### config.mk
export PLATFORM = sky130hd
export DESIGN_NAME = barometric_sensor_compensation
export DESIGN_NICKNAME = d
export VERILOG_FILES = /design/src/hw/rtl/bsc_pkg.sv /design/src/hw/rtl/bsc_div.sv /design/src/hw/rtl/barometric_sensor_compensation.sv
export SDC_FILE = /design/constraint.sdc
export NUM_CORES = 2
export LEC_CHECK = 0
export ABC_AREA = 0
export BUFFER_PORTS_ARGS = -buffer_cell sky130_fd_sc_hd__buf_2
export CORE_ASPECT_RATIO = 1.4
export CORE_MARGIN = 5
export CORE_UTILIZATION = 40
export DETAILED_ROUTE_END_ITERATION = 6
export PLACE_DENSITY = 0.62
export SKIP_LAST_GASP = 1
export SYNTH_ARGS = -nofsm -noshare
export SYNTH_HDL_FRONTEND = slang
export SYNTH_SLANG_ARGS = --single-unit
### constraint.sdc
create_clock -name clk_i -period 15.8 [get_ports clk_i]
set_input_delay 2.37 -clock clk_i [delete_from_list [all_inputs] [get_ports clk_i]]
set_output_delay 2.37 -clock clk_i [all_outputs]
set_load 0.005 [all_outputs]
### src/hw/rtl/bsc_pkg.sv
package bsc_pkg;

  localparam int unsigned DataW = 32;
  localparam int unsigned CfgW  = 48;
  localparam int unsigned CfgIdxW = 3;
  localparam int unsigned RawW  = 24;
  localparam int unsigned CalW  = 16;
  localparam int unsigned OssW  = 2;

  // Compensation constants of the integer scheme.
  localparam logic [DataW-1:0] TempBase   = 32'd4000;
  localparam logic [DataW-1:0] PrsSqCoef  = 32'd3038;
  localparam logic [DataW-1:0] PrsLinCoef = 32'hFFFF_E343;  // -7357
  localparam logic [DataW-1:0] PrsOffset  = 32'd3791;
  localparam logic [DataW-1:0] PrsScale   = 32'd50000;
  localparam logic [DataW-1:0] PrsBias    = 32'd32768;

  // Register indexes.
  localparam logic [CfgIdxW-1:0] RegOffsetWords = 3'd0;
  localparam logic [CfgIdxW-1:0] RegCurveWords  = 3'd1;
  localparam logic [CfgIdxW-1:0] RegSensScale   = 3'd2;
  localparam logic [CfgIdxW-1:0] RegTempGain    = 3'd3;
  localparam logic [CfgIdxW-1:0] RegTempOffset  = 3'd4;
  localparam logic [CfgIdxW-1:0] RegCurveNum    = 3'd5;
  localparam logic [CfgIdxW-1:0] RegCurveDen    = 3'd6;
  localparam logic [CfgIdxW-1:0] RegOversample  = 3'd7;

  localparam logic KindTemp  = 1'b0;
  localparam logic KindPress = 1'b1;

  typedef enum logic [4:0] {
    S_IDLE = 5'b00001,
    S_MUL  = 5'b00010,
    S_USE  = 5'b00100,
    S_DIV  = 5'b01000,
    S_OUT  = 5'b10000
  } state_e;

  // Multiply steps of the sequencer.
  typedef enum logic [3:0] {
    M_T_X1,
    M_P_SQ,
    M_P_X1,
    M_P_X2,
    M_P_X3,
    M_P_X4,
    M_P_B4,
    M_P_B7,
    M_P_HH,
    M_P_X5,
    M_P_X6
  } step_e;

  function automatic logic [DataW-1:0] asr(input logic [DataW-1:0] v, input int unsigned s);
    return DataW'($signed(v) >>> s);
  endfunction

  function automatic logic [DataW-1:0] sx16(input logic [CalW-1:0] v);
    return {{(DataW-CalW){v[CalW-1]}}, v};
  endfunction

endpackage

### src/hw/rtl/bsc_div.sv
module bsc_div (
  input  logic                      clk_i,
  input  logic                      rst_ni,
  input  logic                      start_i,
  input  logic [bsc_pkg::DataW-1:0] dividend_i,
  input  logic [bsc_pkg::DataW-1:0] divisor_i,
  output logic                      done_o,
  output logic [bsc_pkg::DataW-1:0] quotient_o
);
  import bsc_pkg::*;

  localparam int unsigned CntW = $clog2(DataW);

  logic [DataW-1:0] rem_q, rem_d, quo_q, quo_d, dvs_q, dvs_d;
  logic [CntW-1:0]  cnt_q, cnt_d;
  logic             busy_q, busy_d, done_q, done_d;
  logic [DataW:0]   rem_shift, diff;
  logic             ge;

  // Restoring division, one quotient bit a cycle; the dividend shifts out of
  // the quotient register as the quotient bits shift in.
  always_comb begin
    rem_shift = {rem_q, quo_q[DataW-1]};
    diff      = rem_shift - {1'b0, dvs_q};
    ge        = !diff[DataW];
    rem_d  = rem_q;
    quo_d  = quo_q;
    dvs_d  = dvs_q;
    cnt_d  = cnt_q;
    busy_d = busy_q;
    done_d = 1'b0;
    if (start_i) begin
      rem_d  = '0;
      quo_d  = dividend_i;
      dvs_d  = divisor_i;
      cnt_d  = '0;
      busy_d = 1'b1;
    end else if (busy_q) begin
      rem_d = ge ? diff[DataW-1:0] : rem_shift[DataW-1:0];
      quo_d = {quo_q[DataW-2:0], ge};
      cnt_d = cnt_q + 1'b1;
      if (cnt_q == CntW'(DataW - 1)) begin
        busy_d = 1'b0;
        done_d = 1'b1;
      end
    end
  end

  always_ff @(posedge clk_i or negedge rst_ni) begin
    if (!rst_ni) begin
      busy_q <= 1'b0;
      done_q <= 1'b0;
      cnt_q  <= '0;
    end else begin
      busy_q <= busy_d;
      done_q <= done_d;
      cnt_q  <= cnt_d;
    end
  end

  always_ff @(posedge clk_i) begin
    rem_q <= rem_d;
    quo_q <= quo_d;
    dvs_q <= dvs_d;
  end

  assign done_o     = done_q;
  assign quotient_o = quo_q;

endmodule

### src/hw/rtl/barometric_sensor_compensation.sv
// Channel  Direction  Handshake               Payload
// in       input      in_valid_i/in_ready_o   sample_kind_i, raw_sample_i
// out      output     out_valid_o/out_ready_i result_kind_o, result_value_o, divide_error_o
// cfg      input      cfg_we_i (no wait)      cfg_idx_i, cfg_wdata_i
//
// One 32x32 multiplier and one radix-2 divider are shared under a sequencer.
// Each multiply passes through S_MUL (product) and then S_USE (use); a division
// runs in the divider while the sequencer waits in S_DIV, and a result waits in
// S_OUT for out_ready_i. One item is in work at a time.
// Reset clears the calibration registers and the kept temperature intermediate.
module barometric_sensor_compensation (
  input  logic                        clk_i,
  input  logic                        rst_ni,
  input  logic                        in_valid_i,
  output logic                        in_ready_o,
  input  logic                        sample_kind_i,
  input  logic [bsc_pkg::RawW-1:0]    raw_sample_i,
  output logic                        out_valid_o,
  input  logic                        out_ready_i,
  output logic                        result_kind_o,
  output logic signed [bsc_pkg::DataW-1:0] result_value_o,
  output logic                        divide_error_o,
  input  logic                        cfg_we_i,
  input  logic [bsc_pkg::CfgIdxW-1:0] cfg_idx_i,
  input  logic [bsc_pkg::CfgW-1:0]    cfg_wdata_i
);
  import bsc_pkg::*;

  logic [CfgW-1:0]  offs_q;
  logic [DataW-1:0] curve_q;
  logic [CalW-1:0]  ac4_q, ac5_q, ac6_q, mc_q, md_q;
  logic [OssW-1:0]  oss_q;

  always_ff @(posedge clk_i or negedge rst_ni) begin
    if (!rst_ni) begin
      offs_q  <= '0;
      curve_q <= '0;
      ac4_q   <= '0;
      ac5_q   <= '0;
      ac6_q   <= '0;
      mc_q    <= '0;
      md_q    <= '0;
      oss_q   <= '0;
    end else if (cfg_we_i) begin
      unique case (cfg_idx_i)
        RegOffsetWords: offs_q  <= cfg_wdata_i;
        RegCurveWords:  curve_q <= cfg_wdata_i[DataW-1:0];
        RegSensScale:   ac4_q   <= cfg_wdata_i[CalW-1:0];
        RegTempGain:    ac5_q   <= cfg_wdata_i[CalW-1:0];
        RegTempOffset:  ac6_q   <= cfg_wdata_i[CalW-1:0];
        RegCurveNum:    mc_q    <= cfg_wdata_i[CalW-1:0];
        RegCurveDen:    md_q    <= cfg_wdata_i[CalW-1:0];
        RegOversample:  oss_q   <= cfg_wdata_i[OssW-1:0];
        default:        ;
      endcase
    end
  end

  logic [DataW-1:0] ac1, ac2, ac3, b1, b2;
  assign ac1 = sx16(offs_q[47:32]);
  assign ac2 = sx16(offs_q[31:16]);
  assign ac3 = sx16(offs_q[15:0]);
  assign b1  = sx16(curve_q[31:16]);
  assign b2  = sx16(curve_q[15:0]);

  state_e state_q, state_d;
  step_e  step_q, step_d;
  logic   kind_q, kind_d, neg_q, neg_d, err_q, err_d;
  logic [RawW-1:0]  raw_q, raw_d;
  logic [DataW-1:0] prod_q, prod_d, x_q, x_d, acc_q, acc_d, sq_q, sq_d;
  logic [DataW-1:0] b3_q, b3_d, b4_q, b4_d, b7_q, b7_d, p_q, p_d;
  logic [DataW-1:0] ti_q, ti_d, val_q, val_d;

  logic [DataW-1:0] op_a, op_b, b6, up, h, x1, den, num, x3, tmp, q_s, b5;
  logic [DataW-1:0] dvd, dvs, quo;
  logic             div_start, div_done;

  bsc_div u_div (
    .clk_i      (clk_i),
    .rst_ni     (rst_ni),
    .start_i    (div_start),
    .dividend_i (dvd),
    .divisor_i  (dvs),
    .done_o     (div_done),
    .quotient_o (quo)
  );

  assign b6 = ti_q - TempBase;
  assign up = DataW'(raw_q) >> (4'd8 - {2'b00, oss_q});
  assign h  = asr(p_q, 8);

  // Operand selection for the shared multiplier.
  always_comb begin
    unique case (step_q)
      M_T_X1: begin op_a = {16'd0, raw_q[15:0]} - {16'd0, ac6_q}; op_b = {16'd0, ac5_q}; end
      M_P_SQ: begin op_a = b6;            op_b = b6;  end
      M_P_X1: begin op_a = b2;            op_b = sq_q; end
      M_P_X2: begin op_a = ac2;           op_b = b6;  end
      M_P_X3: begin op_a = ac3;           op_b = b6;  end
      M_P_X4: begin op_a = b1;            op_b = sq_q; end
      M_P_B4: begin op_a = {16'd0, ac4_q}; op_b = acc_q + PrsBias; end
      M_P_B7: begin op_a = up - b3_q;     op_b = PrsScale >> oss_q; end
      M_P_HH: begin op_a = h;             op_b = h;   end
      M_P_X5: begin op_a = x_q;           op_b = PrsSqCoef; end
      M_P_X6: begin op_a = PrsLinCoef;    op_b = p_q; end
      default: begin op_a = '0;           op_b = '0;  end
    endcase
  end

  always_comb begin
    state_d = state_q;
    step_d  = step_q;
    kind_d  = kind_q;
    raw_d   = raw_q;
    neg_d   = neg_q;
    err_d   = err_q;
    prod_d  = prod_q;
    x_d     = x_q;
    acc_d   = acc_q;
    sq_d    = sq_q;
    b3_d    = b3_q;
    b4_d    = b4_q;
    b7_d    = b7_q;
    p_d     = p_q;
    ti_d    = ti_q;
    val_d   = val_q;
    div_start = 1'b0;
    dvd = '0;
    dvs = '0;
    x1  = asr(prod_q, 15);
    den = x1 + sx16(md_q);
    num = sx16(mc_q) << 11;
    x3  = x_q + asr(prod_q, 11);
    tmp = ((ac1 << 2) + x3) << oss_q;
    q_s = neg_q ? (32'd0 - quo) : quo;
    b5  = x_q + q_s;

    unique case (state_q)
      S_IDLE: begin
        if (in_valid_i) begin
          kind_d  = sample_kind_i;
          raw_d   = raw_sample_i;
          err_d   = 1'b0;
          val_d   = '0;
          step_d  = (sample_kind_i == KindTemp) ? M_T_X1 : M_P_SQ;
          state_d = S_MUL;
        end
      end
      S_MUL: begin
        prod_d  = op_a * op_b;
        state_d = S_USE;
      end
      S_USE: begin
        state_d = S_MUL;
        unique case (step_q)
          M_T_X1: begin
            x_d = x1;
            if (den == '0) begin
              err_d   = 1'b1;
              state_d = S_OUT;
            end else begin
              neg_d     = num[DataW-1] ^ den[DataW-1];
              dvd       = num[DataW-1] ? (32'd0 - num) : num;
              dvs       = den[DataW-1] ? (32'd0 - den) : den;
              div_start = 1'b1;
              state_d   = S_DIV;
            end
          end
          M_P_SQ: begin sq_d = asr(prod_q, 12); step_d = M_P_X1; end
          M_P_X1: begin x_d = asr(prod_q, 11);  step_d = M_P_X2; end
          M_P_X2: begin b3_d = asr(tmp + 32'd2, 2); step_d = M_P_X3; end
          M_P_X3: begin x_d = asr(prod_q, 13);  step_d = M_P_X4; end
          M_P_X4: begin
            acc_d  = asr(x_q + asr(prod_q, 16) + 32'd2, 2);
            step_d = M_P_B4;
          end
          M_P_B4: begin b4_d = prod_q >> 15; step_d = M_P_B7; end
          M_P_B7: begin
            b7_d = prod_q;
            if (b4_q == '0) begin
              err_d   = 1'b1;
              state_d = S_OUT;
            end else begin
              // Doubling before the divide would overflow when the top bit is set.
              dvd       = prod_q[DataW-1] ? prod_q : (prod_q << 1);
              dvs       = b4_q;
              div_start = 1'b1;
              state_d   = S_DIV;
            end
          end
          M_P_HH: begin x_d = prod_q; step_d = M_P_X5; end
          M_P_X5: begin acc_d = asr(prod_q, 16); step_d = M_P_X6; end
          M_P_X6: begin
            val_d   = p_q + asr(acc_q + asr(prod_q, 16) + PrsOffset, 4);
            state_d = S_OUT;
          end
          default: state_d = S_OUT;
        endcase
      end
      S_DIV: begin
        if (div_done) begin
          if (kind_q == KindTemp) begin
            ti_d    = b5;
            val_d   = asr(b5 + 32'd8, 4);
            state_d = S_OUT;
          end else begin
            p_d     = b7_q[DataW-1] ? (quo << 1) : quo;
            step_d  = M_P_HH;
            state_d = S_MUL;
          end
        end
      end
      S_OUT: begin
        if (out_ready_i) state_d = S_IDLE;
      end
      default: state_d = S_IDLE;
    endcase
  end

  always_ff @(posedge clk_i or negedge rst_ni) begin
    if (!rst_ni) begin
      state_q <= S_IDLE;
      step_q  <= M_T_X1;
      ti_q    <= '0;
    end else begin
      state_q <= state_d;
      step_q  <= step_d;
      ti_q    <= ti_d;
    end
  end

  always_ff @(posedge clk_i) begin
    kind_q <= kind_d;
    raw_q  <= raw_d;
    neg_q  <= neg_d;
    err_q  <= err_d;
    prod_q <= prod_d;
    x_q    <= x_d;
    acc_q  <= acc_d;
    sq_q   <= sq_d;
    b3_q   <= b3_d;
    b4_q   <= b4_d;
    b7_q   <= b7_d;
    p_q    <= p_d;
    val_q  <= val_d;
  end

  assign in_ready_o     = (state_q == S_IDLE);
  assign out_valid_o    = (state_q == S_OUT);
  assign result_kind_o  = kind_q;
  assign result_value_o = $signed(val_q);
  assign divide_error_o = err_q;

endmodule
==> PnR_summary.wiki <==
{| class="wikitable"
! Metric !! Value
|-
| Result of the run || complete, no violations
|-
| Top cell by count, worst path || sky130_fd_sc_hd__xnor2_1
|-
| Post-route insts no fill || 8,140
|-
| Clock Sink Count || 546
|-
| Synthesized instance count || 6,135
|-
| Number of setup violations in the final report || 0
|-
| DIE HEIGHT || 456 um
|-
| Cell area after technology mapping || 56,800 um2
|-
| Number of buffers created by CTS || 58
|-
| Fraction of synthesis flops using an asynchronous set or reset pin || 38.5%
|-
| Library cells used by synthesis || 109
|-
| Leading register cell type out of synthesis || sky130_fd_sc_hd__edfxtp_1
|-
| First-iteration detailed-routing DRC count || 4,925
|-
| Period utilization || 88.6%
|-
| Quantity of hold-fixing buffers added after cts || 0
|-
| Placed standard-cell area || 60,000 um2
|-
| Critical path endpoint category || flip-flop
|-
| Critical path buffers and inverters || 6
|-
| Total vias in the final route || 48.3k
|-
| Drt drc || 0
|-
| Number of violations of the max-capacitance limit || 0
|-
| Leading cell type in the layout, fill and taps excluded || sky130_fd_sc_hd__inv_1
|-
| Unrepaired setup endpoints after global routing || false
|-
| Clock slew seen by the registers of the worst setup and hold paths || 0.07 ns
|-
| Post-detailed-routing wire length || 217,000 um
|-
| Hold Crit Class || reg2reg
|-
| Vias in the first global route || 48.4k
|-
| Final hold violation count || 0
|-
| Post-cts resize count || 0
|-
| Critical path arrival || 14.44 ns
|-
| Clock tree from TritonCTS || done
|-
| P&R area growth vs syn || 9.26%
|-
| Type of the worst setup path || reg2reg
|-
| Avg Vias per Cell || 5.93
|-
| Fraction of the yosys area taken by sequential cells || 26.5%
|-
| Number of optimization iterations in the first detailed-route pass || 7
|-
| # placed instances || 8,012
|-
| Aggregate global routing overflow || 0
|-
| Total of warnings raised by yosys || 0
|-
| Share of post-route cells with drive strength above 1 || 10.8%
|-
| Max-slew violation count || 0
|-
| HPWL reported at the end of detailed placement || 168,000 um
|-
| Highest clock frequency the design can meet || 0.0714 GHz
|-
| Deepest level of the CTS H-tree || 2
|-
| Final TNS setup || 0 ns
|-
| All-layer global routing usage || 28.3%
|-
| Final min period || 14.01 ns
|-
| Number of buffers on the longest clock path || 3
|-
| Final Skew || 0.0296 ns
|-
| Boundary Pins || 117
|-
| Kind of cell with the highest combined delay on the critical path || adder cells
|-
| Std-Cell Rows || 163
|-
| Cell with the biggest individual delay on the critical path || sky130_fd_sc_hd__ha_1
|-
| Required time at the worst-slack endpoint || 16.23 ns
|-
| Worst slew pin tran || 1.22 ns
|-
| Effective utilization at floorplan || 40.3%
|-
| CP max stage delay || 1.06 ns
|-
| Startpoint Class || flip-flop
|-
| Wire length of the first global-routing pass || 316,000 um
|-
| Post-detailed-route wirelength per cell || 26.7 um
|-
| Crit path setup slack, layout || 1.79 ns
|-
| Largest net degree at the start of global routing || 93
|-
| Setup fix buffers added after clock tree synthesis || 0
|-
| EDFF count, synth || 304
|-
| Number of synthesized register bits || 546
|-
| Final estimated routing congestion in global placement || 0.993
|-
| Initial antenna violation count || 15
|-
| Standard cell core area || 141,000 um2
|-
| Worst relative slew slack || 17.6%
|-
| Most frequent cells in the layout || sky130_fd_sc_hd__inv_1 (700), sky130_fd_sc_hd__nor2_1 (631), sky130_fd_sc_hd__nand2_1 (527)
|-
| Worst-Skew Late Latency || 0.70 ns
|-
| Post-route design area || 62,000 um2
|-
| Full die area || 150,000 um2
|-
| Antenna-violating nets left || 0
|-
| Per-instance average area after synthesis || 9.25 um2
|-
| # port buffers || 116
|-
| Library cell used as clock root buffer || sky130_fd_sc_hd__clkbuf_16
|-
| Net count, final || 7,139
|-
| Worst slack after detailed placement || 2.02 ns
|-
| Chip Width || 328 um
|-
| CP Max Fanout || 35
|}
[logic make-up (layout without fill, tap and decap cells)]
family | after synthesis | in the layout | share of synthesized area [%]
xor+xnor | 412 | 412 | 6.46
fa+ha+maj | 883 | 883 | 25.4
flops | 546 | 546 | 26.5
mux | 306 | 306 | 5.99
simple gates | 1776 | 1776 | 14.5
other cells | 1 | 23 | 0.00661
compound gates | 1248 | 1248 | 14.8
buf+inv | 963 | 1049 | 6.40
[cell type report]
cell class	count	area (um2)
clock buffers	82	1630
clock inverters	28	357
multi-input cells	4630	38400
fillers	13703	78900
diodes	18	45.0
repair buffers	238	1520
well taps	1897	2370
flip-flops and latches	546	15000
inverters	701	2630
[worst reg2reg max path: cells and delay by family (launching register included)]
kind / cells / cell delay, ns
buffers and inverters: 6 / 0.59
AND/OR/NAND/NOR: 4 / 0.54
adder cells (fa/ha/maj): 10 / 5.31
multiplexers: 2 / 0.59
AO/OA/AOI/OAI: 10 / 3.33
XOR/XNOR: 15 / 2.67
flip-flops: 1 / 0.73
[per-stage QoR]
step / hold slack (ns) / util, %
6_report: 0.484 / 44.0
5_1_grt: 0.515 / 44.0
4_1_cts: 0.488 / 44.0
3_5_place_dp: 0.478 / 42.6
3_3_place_gp: 0.473 / 42.6
2_1_floorplan: 0.457 / -
[state kept, by name (all words and copies together) (netlist names), 4 cells and up]
signal            flops
mc_q                 16
u_div.cnt_q           5
x_q                  32
ac6_q                16
sq_q                 20
p_q                  32
acc_q                30
ac4_q                16
ti_q                 32
u_div.dvs_q          19
offs_q               48
b3_q                 30
prod_q               32
result_value_o       32
ac5_q                16
b4_q                 17
raw_q                24
state_q               5
step_q                4
curve_q              32
u_div.quotient_o     32
u_div.rem_q          32
md_q                 16
[path summary, 6_finish.rpt]
kind / start / end / slack, ns / cells after the start
min in group asynchronous: rst_ni / ac6_q[2]$_DFFE_PN0P_ / 1.65 / 1
worst min register to register: u_div.rem_q[21]$_SDFFE_PP0P_ / u_div.rem_q[21]$_SDFFE_PP0P_ / 0.48 / 2
worst max-delay path: oss_q[0]$_DFFE_PN0P_ / prod_q[31]$_DFFE_PP_ / 1.79 / 47
worst min-delay path: u_div.rem_q[21]$_SDFFE_PP0P_ / u_div.rem_q[21]$_SDFFE_PP0P_ / 0.48 / 2
max in group asynchronous: rst_ni / u_div.busy_q$_DFF_PN0_ / 11.77 / 3
worst max register to register: oss_q[0]$_DFFE_PN0P_ / prod_q[31]$_DFFE_PP_ / 1.79 / 47
[cells in the mapped netlist, drive strengths merged, types with 36 or more instances]
cell type	count	share of area [%]
dfrtp	209	9.2
nor3	87	0.79
and3	43	0.47
mux2	218	4.3
fa	445	16
a211oi	75	1.0
a221oi	50	0.78
a21oi	265	2.3
a22oi	74	0.99
a21o	82	1.1
a31oi	37	0.41
nand4	36	0.40
ha	438	9.7
nor2b	53	0.58
o21ai	268	2.4
mux2i	83	1.5
edfxtp	304	16
clkbuf	229	1.5
o21a	44	0.58
inv	701	4.6
nand2	527	3.5
o31ai	39	0.52
nor2	634	4.2
nand3	106	0.93
nand2b	73	0.82
xnor2	268	4.2
or2	38	0.42
or3	37	0.41
xor2	141	2.2
[layer usage]
layer  up-vias  wire length (um)  track usage (%)
met1     23973             78800             33.0
met2      2235            101000             46.6
li1      21342                 -                -
met3       717             17100             5.06
met5         -                64                0
met4         8             19700             20.8
Power is left out: the tool's default activity adds up to more than one toggle a clock period on the data nets, which glitch-free logic cannot reach.
